<file path="src/rtl/kdc_pkg.sv">
// kdc_pkg: types and constants shared by the key debounce with cooldown block
// no dependencies; compiled before the interfaces and all modules
package kdc_pkg;

    // field widths
    localparam int unsigned TIME_W      = 32;
    localparam int unsigned COUNT_W     = 32;
    localparam int unsigned POLLS_W     = 4;
    localparam int unsigned MS_W        = 16;
    localparam int unsigned CFG_IDX_W   = 3;
    localparam int unsigned CFG_DATA_W  = 16;

    // register reset values
    localparam logic                  RST_MODE          = 1'b1;
    localparam logic [POLLS_W-1:0]    RST_STABLE_POLLS  = 4'd3;
    localparam logic [MS_W-1:0]       RST_GUARD_MS      = 16'd30;
    localparam logic [MS_W-1:0]       RST_COOLDOWN_MS   = 16'd600;
    localparam logic                  RST_INITIAL_LEVEL = 1'b1;

    // key levels (active low)
    localparam logic LEVEL_PRESSED  = 1'b0;

    // debounce modes
    localparam logic MODE_COUNTING = 1'b0;
    localparam logic MODE_GUARD    = 1'b1;

    // configuration register indexes
    typedef enum logic [CFG_IDX_W-1:0] {
        CFG_MODE          = 3'd0,
        CFG_STABLE_POLLS  = 3'd1,
        CFG_GUARD_MS      = 3'd2,
        CFG_COOLDOWN_MS   = 3'd3,
        CFG_INITIAL_LEVEL = 3'd4
    } t_cfg_idx;

    // configuration register set
    typedef struct packed {
        logic               mode;
        logic [POLLS_W-1:0] stable_polls;
        logic [MS_W-1:0]    guard_ms;
        logic [MS_W-1:0]    cooldown_ms;
        logic               initial_level;
    } t_cfg;

    // request to restart from a fresh key level
    typedef struct packed {
        logic load;
        logic level;
    } t_level_load;

    // debouncer state
    typedef struct packed {
        logic               stable_now;
        logic               last_raw;
        logic [POLLS_W-1:0] same_polls;
        logic [TIME_W-1:0]  last_event_time;
        logic               last_event_ok;
        logic [TIME_W-1:0]  press_start_time;
        logic               press_start_ok;
        logic [COUNT_W-1:0] events_seen;
        logic [TIME_W-1:0]  last_action_time;
        logic               last_action_ok;
        logic [COUNT_W-1:0] actions_fired;
        logic [COUNT_W-1:0] actions_rejected;
    } t_state;

    // one result item
    typedef struct packed {
        logic               stable_level;
        logic               event_valid;
        logic               event_is_press;
        logic [COUNT_W-1:0] event_total;
        logic [TIME_W-1:0]  press_duration_ms;
        logic               action_fire;
        logic               action_reject;
        logic [COUNT_W-1:0] action_total;
        logic [COUNT_W-1:0] reject_total;
    } t_result;

endpackage

</file>
<file path="src/rtl/kdc_if.sv">
// kdc_if: valid/ready channel interfaces for polls, results and register writes
// depends on kdc_pkg for field widths

// poll channel
interface kdc_in_if;
    import kdc_pkg::*;
    logic              valid;
    logic              ready;
    logic              raw_level;
    logic [TIME_W-1:0] now_ms;

    modport source (output valid, output raw_level, output now_ms, input ready);
    modport sink   (input valid, input raw_level, input now_ms, output ready);
endinterface

// result channel
interface kdc_out_if;
    import kdc_pkg::*;
    logic               valid;
    logic               ready;
    logic               stable_level;
    logic               event_valid;
    logic               event_is_press;
    logic [COUNT_W-1:0] event_total;
    logic [TIME_W-1:0]  press_duration_ms;
    logic               action_fire;
    logic               action_reject;
    logic [COUNT_W-1:0] action_total;
    logic [COUNT_W-1:0] reject_total;

    modport source (
        output valid, input ready,
        output stable_level, output event_valid, output event_is_press,
        output event_total, output press_duration_ms, output action_fire,
        output action_reject, output action_total, output reject_total
    );
    modport sink (
        input valid, output ready,
        input stable_level, input event_valid, input event_is_press,
        input event_total, input press_duration_ms, input action_fire,
        input action_reject, input action_total, input reject_total
    );
endinterface

// register write channel
interface kdc_cfg_if;
    import kdc_pkg::*;
    logic                  valid;
    logic                  ready;
    logic [CFG_IDX_W-1:0]  index;
    logic [CFG_DATA_W-1:0] data;

    modport source (output valid, output index, output data, input ready);
    modport sink   (input valid, input index, input data, output ready);
endinterface

</file>
<file path="src/rtl/key_debounce_with_cooldown.sv">
// key_debounce_with_cooldown: one poll per cycle while the output is not stalled; a poll
// transfer fills the input register, and its result is then written to the output register.
// throughput one poll per cycle, set by the single evaluation pass between the
// input register and the output register; a stalled output stops the input.
// synchronous active-low reset restores register defaults and a released key level.
// depends on kdc_pkg, kdc_if, kdc_cfg and kdc_engine
module key_debounce_with_cooldown
    import kdc_pkg::*;
(
    input  logic      i_clk,
    input  logic      i_rst_n,
    kdc_in_if.sink    i_in,
    kdc_cfg_if.sink   i_cfg,
    kdc_out_if.source o_out
);

    t_cfg              w_cfg;
    t_level_load       w_level_load;
    t_result           w_result;
    logic              w_out_free;
    logic              w_advance;
    logic              w_in_take;
    logic              r_in_valid;
    logic              n_in_valid;
    logic              r_in_raw;
    logic [TIME_W-1:0] r_in_now;
    logic              r_out_valid;
    logic              n_out_valid;
    t_result           r_out;

    kdc_cfg u_cfg (
        .i_clk        (i_clk),
        .i_rst_n      (i_rst_n),
        .i_cfg        (i_cfg),
        .o_cfg        (w_cfg),
        .o_level_load (w_level_load)
    );

    kdc_engine u_engine (
        .i_clk        (i_clk),
        .i_rst_n      (i_rst_n),
        .i_cfg        (w_cfg),
        .i_level_load (w_level_load),
        .i_advance    (w_advance),
        .i_raw_level  (r_in_raw),
        .i_now_ms     (r_in_now),
        .o_result     (w_result)
    );

    // flow control between the two registers; no poll is taken while in reset
    assign w_out_free  = !r_out_valid || o_out.ready;
    assign w_advance   = r_in_valid && w_out_free;
    assign i_in.ready  = i_rst_n && (!r_in_valid || w_out_free);
    assign w_in_take   = i_in.valid && i_in.ready;
    assign n_in_valid  = w_in_take || (r_in_valid && !w_advance);
    assign n_out_valid = w_advance || (r_out_valid && !o_out.ready);

    // input register
    always_ff @(posedge i_clk) begin
        if (!i_rst_n) begin
            r_in_valid <= 1'b0;
        end else begin
            r_in_valid <= n_in_valid;
        end
    end

    always_ff @(posedge i_clk) begin
        if (w_in_take) begin
            r_in_raw <= i_in.raw_level;
            r_in_now <= i_in.now_ms;
        end
    end

    // output register
    always_ff @(posedge i_clk) begin
        if (!i_rst_n) begin
            r_out_valid <= 1'b0;
        end else begin
            r_out_valid <= n_out_valid;
        end
    end

    always_ff @(posedge i_clk) begin
        if (w_advance) begin
            r_out <= w_result;
        end
    end

    // result channel
    assign o_out.valid             = r_out_valid;
    assign o_out.stable_level      = r_out.stable_level;
    assign o_out.event_valid       = r_out.event_valid;
    assign o_out.event_is_press    = r_out.event_is_press;
    assign o_out.event_total       = r_out.event_total;
    assign o_out.press_duration_ms = r_out.press_duration_ms;
    assign o_out.action_fire       = r_out.action_fire;
    assign o_out.action_reject     = r_out.action_reject;
    assign o_out.action_total      = r_out.action_total;
    assign o_out.reject_total      = r_out.reject_total;

endmodule

</file>
<file path="src/rtl/kdc_cfg.sv">
// kdc_cfg: configuration register file, written over the register write channel
// depends on kdc_pkg and kdc_cfg_if
module kdc_cfg
    import kdc_pkg::*;
(
    input  logic        i_clk,
    input  logic        i_rst_n,
    kdc_cfg_if.sink     i_cfg,
    output t_cfg        o_cfg,
    output t_level_load o_level_load
);

    t_cfg r_cfg;
    t_cfg n_cfg;
    logic w_wr;

    // able to take a write whenever out of reset
    assign i_cfg.ready = i_rst_n;
    assign w_wr        = i_cfg.valid && i_cfg.ready;

    // register decode
    always_comb begin
        n_cfg = r_cfg;
        if (w_wr) begin
            unique case (i_cfg.index)
                CFG_MODE:          n_cfg.mode          = i_cfg.data[0];
                CFG_STABLE_POLLS:  n_cfg.stable_polls  = i_cfg.data[POLLS_W-1:0];
                CFG_GUARD_MS:      n_cfg.guard_ms      = i_cfg.data[MS_W-1:0];
                CFG_COOLDOWN_MS:   n_cfg.cooldown_ms   = i_cfg.data[MS_W-1:0];
                CFG_INITIAL_LEVEL: n_cfg.initial_level = i_cfg.data[0];
                default:           n_cfg               = r_cfg;
            endcase
        end
    end

    always_ff @(posedge i_clk) begin
        if (!i_rst_n) begin
            r_cfg.mode          <= RST_MODE;
            r_cfg.stable_polls  <= RST_STABLE_POLLS;
            r_cfg.guard_ms      <= RST_GUARD_MS;
            r_cfg.cooldown_ms   <= RST_COOLDOWN_MS;
            r_cfg.initial_level <= RST_INITIAL_LEVEL;
        end else begin
            r_cfg <= n_cfg;
        end
    end

    // writing the start level also restarts the debouncer from it
    assign o_level_load.load  = w_wr && (i_cfg.index == CFG_INITIAL_LEVEL);
    assign o_level_load.level = i_cfg.data[0];
    assign o_cfg              = r_cfg;

endmodule

</file>
<file path="src/rtl/kdc_engine.sv">
// kdc_engine: debouncer state and the single-pass evaluation of one poll
// depends on kdc_pkg
module kdc_engine
    import kdc_pkg::*;
(
    input  logic              i_clk,
    input  logic              i_rst_n,
    input  t_cfg              i_cfg,
    input  t_level_load       i_level_load,
    input  logic              i_advance,
    input  logic              i_raw_level,
    input  logic [TIME_W-1:0] i_now_ms,
    output t_result           o_result
);

    t_state            r_state;
    t_state            n_state;
    logic              w_accept;
    logic              w_guard_ok;
    logic              w_is_press;
    logic              w_fire;
    logic              w_reject;
    logic [TIME_W-1:0] w_duration;
    logic [TIME_W-1:0] w_since_event;
    logic [TIME_W-1:0] w_since_action;

    assign w_since_event  = i_now_ms - r_state.last_event_time;
    assign w_since_action = i_now_ms - r_state.last_action_time;

    // next state and result for the poll in the input register
    always_comb begin
        n_state    = r_state;
        w_accept   = 1'b0;
        w_guard_ok = 1'b0;
        w_is_press = 1'b0;
        w_fire     = 1'b0;
        w_reject   = 1'b0;
        w_duration = '0;

        // level qualification
        if (i_cfg.mode == MODE_COUNTING) begin
            if (i_raw_level == r_state.last_raw) begin
                if (r_state.same_polls < i_cfg.stable_polls) begin
                    n_state.same_polls = r_state.same_polls + POLLS_W'(1);
                end
            end else begin
                n_state.same_polls = '0;
                n_state.last_raw   = i_raw_level;
            end
            w_accept = (n_state.same_polls >= i_cfg.stable_polls)
                       && (i_raw_level != r_state.stable_now);
        end else if (i_raw_level != r_state.last_raw) begin
            w_guard_ok = !r_state.last_event_ok
                         || (w_since_event >= {{(TIME_W-MS_W){1'b0}}, i_cfg.guard_ms});
            n_state.last_raw = i_raw_level;
            w_accept = w_guard_ok && (i_raw_level != r_state.stable_now);
            if (w_accept) begin
                n_state.last_event_time = i_now_ms;
                n_state.last_event_ok   = 1'b1;
            end
        end

        // accepted edge: level, counters, press timing and action
        if (w_accept) begin
            n_state.stable_now  = i_raw_level;
            n_state.events_seen = r_state.events_seen + COUNT_W'(1);
            if (i_raw_level == LEVEL_PRESSED) begin
                w_is_press               = 1'b1;
                n_state.press_start_time = i_now_ms;
                n_state.press_start_ok   = 1'b1;
            end else if (r_state.press_start_ok) begin
                w_duration               = i_now_ms - r_state.press_start_time;
                n_state.press_start_ok   = 1'b0;
                n_state.press_start_time = '0;
            end
            if (w_is_press && (i_cfg.mode == MODE_GUARD)) begin
                if (r_state.last_action_ok
                    && (w_since_action < {{(TIME_W-MS_W){1'b0}}, i_cfg.cooldown_ms})) begin
                    w_reject                 = 1'b1;
                    n_state.actions_rejected = r_state.actions_rejected + COUNT_W'(1);
                end else begin
                    w_fire                   = 1'b1;
                    n_state.actions_fired    = r_state.actions_fired + COUNT_W'(1);
                    n_state.last_action_time = i_now_ms;
                    n_state.last_action_ok   = 1'b1;
                end
            end
        end
    end

    // state register; a fresh start level wins over a poll
    always_ff @(posedge i_clk) begin
        if (!i_rst_n) begin
            r_state.stable_now       <= RST_INITIAL_LEVEL;
            r_state.last_raw         <= RST_INITIAL_LEVEL;
            r_state.same_polls       <= '0;
            r_state.last_event_time  <= '0;
            r_state.last_event_ok    <= 1'b0;
            r_state.press_start_time <= '0;
            r_state.press_start_ok   <= 1'b0;
            r_state.events_seen      <= '0;
            r_state.last_action_time <= '0;
            r_state.last_action_ok   <= 1'b0;
            r_state.actions_fired    <= '0;
            r_state.actions_rejected <= '0;
        end else if (i_level_load.load) begin
            r_state.stable_now <= i_level_load.level;
            r_state.last_raw   <= i_level_load.level;
            r_state.same_polls <= '0;
        end else if (i_advance) begin
            r_state <= n_state;
        end
    end

    // result fields
    assign o_result.stable_level      = n_state.stable_now;
    assign o_result.event_valid       = w_accept;
    assign o_result.event_is_press    = w_is_press;
    assign o_result.event_total       = n_state.events_seen;
    assign o_result.press_duration_ms = w_duration;
    assign o_result.action_fire       = w_fire;
    assign o_result.action_reject     = w_reject;
    assign o_result.action_total      = n_state.actions_fired;
    assign o_result.reject_total      = n_state.actions_rejected;

endmodule

</file>
<file path="src/flat_wrapper.sv">
// flat-port wrapper written by rule: the top's interface ports become plain ports
module key_debounce_with_cooldown_flat import kdc_pkg::*;
  (i_clk, i_rst_n, i_in_valid, i_in_raw_level, i_in_now_ms, i_in_ready, i_cfg_valid, i_cfg_index, i_cfg_data, i_cfg_ready, o_out_valid, o_out_ready, o_out_stable_level, o_out_event_valid, o_out_event_is_press, o_out_event_total, o_out_press_duration_ms, o_out_action_fire, o_out_action_reject, o_out_action_total, o_out_reject_total);
  kdc_in_if i_in_i ();
  kdc_cfg_if i_cfg_i ();
  kdc_out_if o_out_i ();
  input  logic i_clk;
  input  logic i_rst_n;
  input wire logic [$bits(i_in_i.valid)-1:0] i_in_valid;
  input wire logic [$bits(i_in_i.raw_level)-1:0] i_in_raw_level;
  input wire logic [$bits(i_in_i.now_ms)-1:0] i_in_now_ms;
  output wire logic [$bits(i_in_i.ready)-1:0] i_in_ready;
  input wire logic [$bits(i_cfg_i.valid)-1:0] i_cfg_valid;
  input wire logic [$bits(i_cfg_i.index)-1:0] i_cfg_index;
  input wire logic [$bits(i_cfg_i.data)-1:0] i_cfg_data;
  output wire logic [$bits(i_cfg_i.ready)-1:0] i_cfg_ready;
  output wire logic [$bits(o_out_i.valid)-1:0] o_out_valid;
  input wire logic [$bits(o_out_i.ready)-1:0] o_out_ready;
  output wire logic [$bits(o_out_i.stable_level)-1:0] o_out_stable_level;
  output wire logic [$bits(o_out_i.event_valid)-1:0] o_out_event_valid;
  output wire logic [$bits(o_out_i.event_is_press)-1:0] o_out_event_is_press;
  output wire logic [$bits(o_out_i.event_total)-1:0] o_out_event_total;
  output wire logic [$bits(o_out_i.press_duration_ms)-1:0] o_out_press_duration_ms;
  output wire logic [$bits(o_out_i.action_fire)-1:0] o_out_action_fire;
  output wire logic [$bits(o_out_i.action_reject)-1:0] o_out_action_reject;
  output wire logic [$bits(o_out_i.action_total)-1:0] o_out_action_total;
  output wire logic [$bits(o_out_i.reject_total)-1:0] o_out_reject_total;
  assign i_in_i.valid = i_in_valid;
  assign i_in_i.raw_level = i_in_raw_level;
  assign i_in_i.now_ms = i_in_now_ms;
  assign i_in_ready = i_in_i.ready;
  assign i_cfg_i.valid = i_cfg_valid;
  assign i_cfg_i.index = i_cfg_index;
  assign i_cfg_i.data = i_cfg_data;
  assign i_cfg_ready = i_cfg_i.ready;
  assign o_out_valid = o_out_i.valid;
  assign o_out_i.ready = o_out_ready;
  assign o_out_stable_level = o_out_i.stable_level;
  assign o_out_event_valid = o_out_i.event_valid;
  assign o_out_event_is_press = o_out_i.event_is_press;
  assign o_out_event_total = o_out_i.event_total;
  assign o_out_press_duration_ms = o_out_i.press_duration_ms;
  assign o_out_action_fire = o_out_i.action_fire;
  assign o_out_action_reject = o_out_i.action_reject;
  assign o_out_action_total = o_out_i.action_total;
  assign o_out_reject_total = o_out_i.reject_total;
  key_debounce_with_cooldown u_core (.i_clk(i_clk), .i_rst_n(i_rst_n), .i_in(i_in_i), .i_cfg(i_cfg_i), .o_out(o_out_i));
endmodule
</file>
<file path="config.mk">
export PLATFORM = sky130hd
export DESIGN_NAME = key_debounce_with_cooldown_flat
export DESIGN_NICKNAME = d
export VERILOG_FILES = /design/src/rtl/kdc_pkg.sv /design/src/rtl/kdc_if.sv /design/src/rtl/key_debounce_with_cooldown.sv /design/src/rtl/kdc_cfg.sv /design/src/rtl/kdc_engine.sv /design/src/flat_wrapper.sv
export SDC_FILE = /design/constraint.sdc
export NUM_CORES = 1
export LEC_CHECK = 0
export ABC_AREA = 0
export BUFFER_PORTS_ARGS = -buffer_cell sky130_fd_sc_hd__buf_4
export CAP_MARGIN = 5
export CELL_PAD_IN_SITES_DETAIL_PLACEMENT = 1
export CELL_PAD_IN_SITES_GLOBAL_PLACEMENT = 1
export CORE_ASPECT_RATIO = 1.1
export CORE_MARGIN = 4
export CORE_UTILIZATION = 50
export DETAILED_ROUTE_END_ITERATION = 10
export PLACE_DENSITY = 0.88
export SYNTH_ARGS = -nofsm -noshare
export SYNTH_HDL_FRONTEND = slang
export SYNTH_SLANG_ARGS = --single-unit
</file>
<file path="constraint.sdc">
create_clock -name i_clk -period 9.1 [get_ports i_clk]
set_clock_uncertainty 0.15 [all_clocks]
set_input_delay 0.91 -clock i_clk [delete_from_list [all_inputs] [get_ports i_clk]]
set_output_delay 0.91 -clock i_clk [all_outputs]
set_load 0.005 [all_outputs]
</file>
==> metrics.txt <==
# TYPE chip_impl_metric gauge
chip_impl_metric{name="number_of_filler_cells_placed_in_the_layout",unit=""} 5389
chip_impl_metric{name="floorplan.rows",unit=""} 83
chip_impl_metric{name="share_seq_of_total_power",unit="%"} 45.4
chip_impl_info{name="cp-start-kind",value="flop"} 1
chip_impl_metric{name="numClockSinks",unit=""} 406
chip_impl_metric{name="timing.critical_path.required",unit="ns"} 9.45
chip_impl_metric{name="dieWidth",unit="µm"} 215
chip_impl_metric{name="place.port_buffers",unit=""} 192
chip_impl_metric{name="dp_hpwl",unit="µm"} 50100
chip_impl_metric{name="total_switching_power",unit="mW"} 1.15
chip_impl_info{name="synth-main-ff-cell",value="sky130_fd_sc_hd__dfxtp_1"} 1
chip_impl_metric{name="multiInputGateArea",unit="µm²"} 12500
chip_impl_info{name="critical-path-slowest-cell",value="sky130_fd_sc_hd__buf_4"} 1
chip_impl_metric{name="cts_buf_count",unit=""} 43
chip_impl_metric{name="power_density",unit="nW/µm²"} 163
chip_impl_metric{name="leakagePower",unit="nW"} 10.2
chip_impl_metric{name="drt_pass1_iterations",unit=""} 5
chip_impl_metric{name="syn_avg_cell_area",unit="µm²"} 9.08
chip_impl_metric{name="netlist_instances",unit=""} 2586
chip_impl_metric{name="drc",unit=""} 0
chip_impl_metric{name="num_vias",unit=""} 20234
chip_impl_metric{name="cap_viol_max_count",unit=""} 0
chip_impl_metric{name="gr-total-overflow",unit=""} 0
chip_impl_metric{name="timing.setup.tns",unit="ns"} 0
chip_impl_metric{name="seq_area_frac_synth",unit="%"} 41.7
chip_impl_metric{name="combPwrFrac",unit="%"} 13.0
chip_impl_metric{name="number_of_setup_violations_in_the_final_report",unit=""} 0
chip_impl_metric{name="clock_tree.buffer_depth",unit=""} 3
chip_impl_metric{name="synth.distinct_cells",unit=""} 98
chip_impl_metric{name="post_route_cells_drive_above_1_share",unit="%"} 12.5
chip_impl_metric{name="grt_antenna_before_repair",unit=""} 0
chip_impl_metric{name="yosysWarnings",unit=""} 0
chip_impl_info{name="outcome",value="complete, no violations"} 1
chip_impl_metric{name="power.switching_fraction",unit="%"} 26.3
chip_impl_metric{name="worstPathMaxFanout",unit=""} 104
chip_impl_metric{name="layout-area-overhead-vs-synth",unit="%"} 13.7
chip_impl_metric{name="ant_nets",unit=""} 0
chip_impl_metric{name="die_y",unit="µm"} 235
chip_impl_metric{name="worst_slew_pin_slew",unit="ns"} 1.03
chip_impl_metric{name="number_of_enable_flip_flop_cells_after_synthesis",unit=""} 166
chip_impl_metric{name="synthesis.nets",unit=""} 2781
chip_impl_info{name="launch_point_of_the_worst_reg_to_reg_path",value="u_core.r_in_now[0]"} 1
chip_impl_info{name="worstSetupPathType",value="flop to flop"} 1
chip_impl_metric{name="globalRouteTotalUtil",unit="%"} 27.0
chip_impl_metric{name="hold-path-cell-count",unit=""} 2
chip_impl_metric{name="period_minus_slack",unit="ns"} 6.60
chip_impl_metric{name="die_area",unit="µm²"} 50500
chip_impl_metric{name="achievable-frequency",unit="MHz"} 152
chip_impl_metric{name="clk_pin_slew_worst_paths",unit="ns"} 0.07
chip_impl_metric{name="postSynthRegisterBits",unit=""} 406
chip_impl_metric{name="htreeDepth",unit=""} 2
chip_impl_metric{name="drt_first_iter_violations",unit=""} 1175
chip_impl_info{name="grt_setup_unrepaired",value="no"} 1
chip_impl_metric{name="worst_slew_margin_rel",unit="%"} 31.2
chip_impl_metric{name="gp_congestion",unit=""} 0.905
chip_impl_metric{name="post_cts_buffers",unit=""} 0
chip_impl_metric{name="post_layout_net_count",unit=""} 2907
chip_impl_metric{name="internal_power",unit="mW"} 3.21
chip_impl_info{name="min-delay-path-class",value="flop to flop"} 1
chip_impl_metric{name="cp_data_arrival_time",unit="ns"} 6.95
chip_impl_metric{name="cts_resized",unit=""} 0
chip_impl_info{name="cp_cell_instances",value="inv_1 -> ha_1 -> inv_1 -> fa_1 -> a211oi_1 -> o21ai_0 -> nand2_1 -> nand2b_1 -> a21oi_1 -> xnor2_1 -> ha_1 -> o21ai_0 -> nor2_1 -> nor3_1 -> nand4_1 -> nor4_1 -> o2111ai_1 -> nor4_1 -> nand4_1 -> buf_4 -> nand4_1 -> buf_4 -> o21ai_0 -> a21oi_1"} 1
chip_impl_metric{name="count_of_antenna_diodes_in_the_layout",unit=""} 0
chip_impl_metric{name="global_route_wire_length_before_repair",unit="µm"} 114000
chip_impl_metric{name="clock_power_share",unit="%"} 41.6
chip_impl_metric{name="route.detailed.vias_per_inst",unit=""} 6.06
chip_impl_metric{name="wire_length_per_cell",unit="µm"} 21.1
chip_impl_info{name="timing.critical_path.from",value="u_core.r_in_now[0]"} 1
chip_impl_metric{name="vias_in_the_first_global_route",unit=""} 21549
chip_impl_metric{name="starting_utilization_of_the_core_area",unit="%"} 50.5
chip_impl_metric{name="insertion_delay_of_the_later_clocked_pin_in_the_worst_skew_pair",unit="ns"} 0.58
chip_impl_info{name="clk_root_buffer_cell",value="sky130_fd_sc_hd__clkbuf_16"} 1
chip_impl_metric{name="async_flop_share",unit="%"} 0
chip_impl_metric{name="synthesis.area",unit="µm²"} 23500
chip_impl_info{name="tritoncts",value="yes"} 1
chip_impl_metric{name="io_pins",unit=""} 193
chip_impl_info{name="hold_path_startpoint",value="u_core.u_engine.r_state[162]"} 1
chip_impl_metric{name="routed_wirelength",unit="µm"} 70400
chip_impl_metric{name="period_share",unit="%"} 72.5
chip_impl_metric{name="regArea",unit="µm²"} 9790
chip_impl_metric{name="pin_count_of_the_biggest_net_entering_global_routing",unit=""} 105
chip_impl_metric{name="core_area",unit="µm²"} 46500
chip_impl_metric{name="drv_slew",unit=""} 0
chip_impl_info{name="crit_path_end_kind",value="flop"} 1
chip_impl_metric{name="cts_hold_repair.buffers",unit=""} 0
chip_impl_metric{name="max-vdd-ir-drop",unit="mV"} 0.123
chip_impl_metric{name="totalPowerFinal",unit="mW"} 4.36
chip_impl_metric{name="finalHoldViolations",unit=""} 0
chip_impl_metric{name="critPathMaxStageDelay",unit="ns"} 0.73
chip_impl_metric{name="worstRegToRegCells",unit=""} 24
cell usage after synthesis, types with 44 or more instances:
cell / n / area, µm²
sky130_fd_sc_hd__inv_1: 168 / 631
sky130_fd_sc_hd__xor2_1: 99 / 867
sky130_fd_sc_hd__nand3_1: 118 / 591
sky130_fd_sc_hd__dfxtp_1: 240 / 4800
sky130_fd_sc_hd__a21o_1: 45 / 338
sky130_fd_sc_hd__nand2b_1: 52 / 325
sky130_fd_sc_hd__nor3_1: 64 / 320
sky130_fd_sc_hd__edfxtp_1: 166 / 4980
sky130_fd_sc_hd__a21oi_1: 180 / 901
sky130_fd_sc_hd__xnor2_1: 76 / 666
sky130_fd_sc_hd__nor2_1: 187 / 702
sky130_fd_sc_hd__mux2i_1: 49 / 490
sky130_fd_sc_hd__nand4_1: 44 / 275
sky130_fd_sc_hd__nand2_1: 234 / 878
sky130_fd_sc_hd__clkbuf_1: 78 / 293
sky130_fd_sc_hd__o21ai_0: 103 / 515
sky130_fd_sc_hd__ha_1: 135 / 1690
cell families after synthesis:
group	Yosys count	synth area share, %
AND/OR/NAND/NOR	907	19.4
buffers and inverters	300	5.17
flip-flops	406	41.7
XOR/XNOR	175	6.53
AO/OA/AOI/OAI	607	17.5
adder cells (fa/ha/maj)	138	7.45
multiplexers	53	2.28
layer usage:
metal  track usage [%]  vias up  wire, µm
met5                 0        -         0
met4              10.6        0      2810
met3              3.69      172      2630
met2              49.5      475     36100
met1              32.1     9980     28900
li1                  -     9607         -
cell type report:
class                           count  share of cell area (%)
Multi-Input combinational cell   1880                    46.8
Sequential cell                   406                    36.7
Timing Repair Buffer              211                    5.93
Clock buffer                       51                    4.30
Tap cell                          595                    2.79
Inverter                          170                    2.42
Clock inverter                     28                    1.10
metrics by stage:
step / instance area [µm²] / util (%) / instances / setup WS, ns / hold WS, ns
after CTS: 26700 / 57.4 / 3341 / 2.53 / 0.308
after global routing: 26700 / 57.4 / 3341 / 1.94 / 0.326
final: 26700 / 57.4 / 3341 / 2.50 / 0.302
after floorplan: 23500 / - / 2586 / 3.10 / 0.276
after global placement: 25300 / 54.3 / 3262 / 2.77 / 0.286
after detailed placement: 25300 / 54.3 / 3262 / 2.59 / 0.297
layout by cell type, fill, tap and decap left out, types with 13 or more instances in the layout:
cell type	n
sky130_fd_sc_hd__nor2b_1	17
sky130_fd_sc_hd__and2_1	15
sky130_fd_sc_hd__and3_1	35
sky130_fd_sc_hd__o311ai_0	18
sky130_fd_sc_hd__a22o_1	33
sky130_fd_sc_hd__a21o_1	45
sky130_fd_sc_hd__o41ai_1	26
sky130_fd_sc_hd__xnor2_1	76
sky130_fd_sc_hd__nand4_1	44
sky130_fd_sc_hd__o21ai_0	103
sky130_fd_sc_hd__o211ai_1	23
sky130_fd_sc_hd__dfxtp_1	240
sky130_fd_sc_hd__a21oi_1	180
sky130_fd_sc_hd__o21bai_1	13
sky130_fd_sc_hd__xor2_1	99
sky130_fd_sc_hd__nand2_1	234
sky130_fd_sc_hd__or2_2	16
sky130_fd_sc_hd__edfxtp_1	166
sky130_fd_sc_hd__buf_4	211
sky130_fd_sc_hd__nand3_1	117
sky130_fd_sc_hd__o21a_1	18
sky130_fd_sc_hd__mux2i_1	49
sky130_fd_sc_hd__nor3_1	63
sky130_fd_sc_hd__nor4_1	19
sky130_fd_sc_hd__nand2b_1	52
sky130_fd_sc_hd__clkbuf_16	44
sky130_fd_sc_hd__o31ai_1	18
sky130_fd_sc_hd__or3_1	43
sky130_fd_sc_hd__nor2_1	187
sky130_fd_sc_hd__ha_1	135
sky130_fd_sc_hd__inv_1	167
sky130_fd_sc_hd__o21ai_1	15
flip-flops by register name (all words and copies together) (netlist names):
signal / count
u_core.u_engine.r_state: 201
u_core.u_cfg.o_cfg: 37
u_core.o_out.action_total: 32
u_core.o_out.event_total: 32
u_core.o_out.press_duration_ms: 32
u_core.o_out.reject_total: 32
u_core.r_in_now: 32
u_core.o_out.action_fire: 1
u_core.o_out.action_reject: 1
u_core.o_out.event_is_press: 1
u_core.o_out.event_valid: 1
u_core.o_out.stable_level: 1
u_core.o_out.valid: 1
u_core.r_in_raw: 1
u_core.r_in_valid: 1
worst paths after layout:
kind / slack (ns) / to
max: 2.50 / u_core.u_engine.r_state[34]
min reg2reg: 0.30 / u_core.u_engine.r_state[162]
min: 0.30 / u_core.u_engine.r_state[162]
max reg2reg: 2.50 / u_core.u_engine.r_state[34]
power by group through the flow:
stage | registers (mW) | clock network [mW] | logic, mW
2_1_floorplan | 2.01 | 0 | 0.365
3_3_place_gp | 2.02 | 0 | 0.533
3_5_place_dp | 2.02 | 0 | 0.558
4_1_cts | 1.98 | 1.85 | 0.565
5_1_grt | 1.99 | 1.93 | 0.621
6_report | 1.98 | 1.82 | 0.566
worst max-delay path: cells and delay by family, from the launching register on:
kind,cells,cell delay [ns]
compound gates,7,1.84
flops,1,0.41
buf+inv,4,1.18
simple gates,9,1.82
xor+xnor,1,0.15
fa+ha+maj,3,0.90
Power figures use the tool's default switching activity.
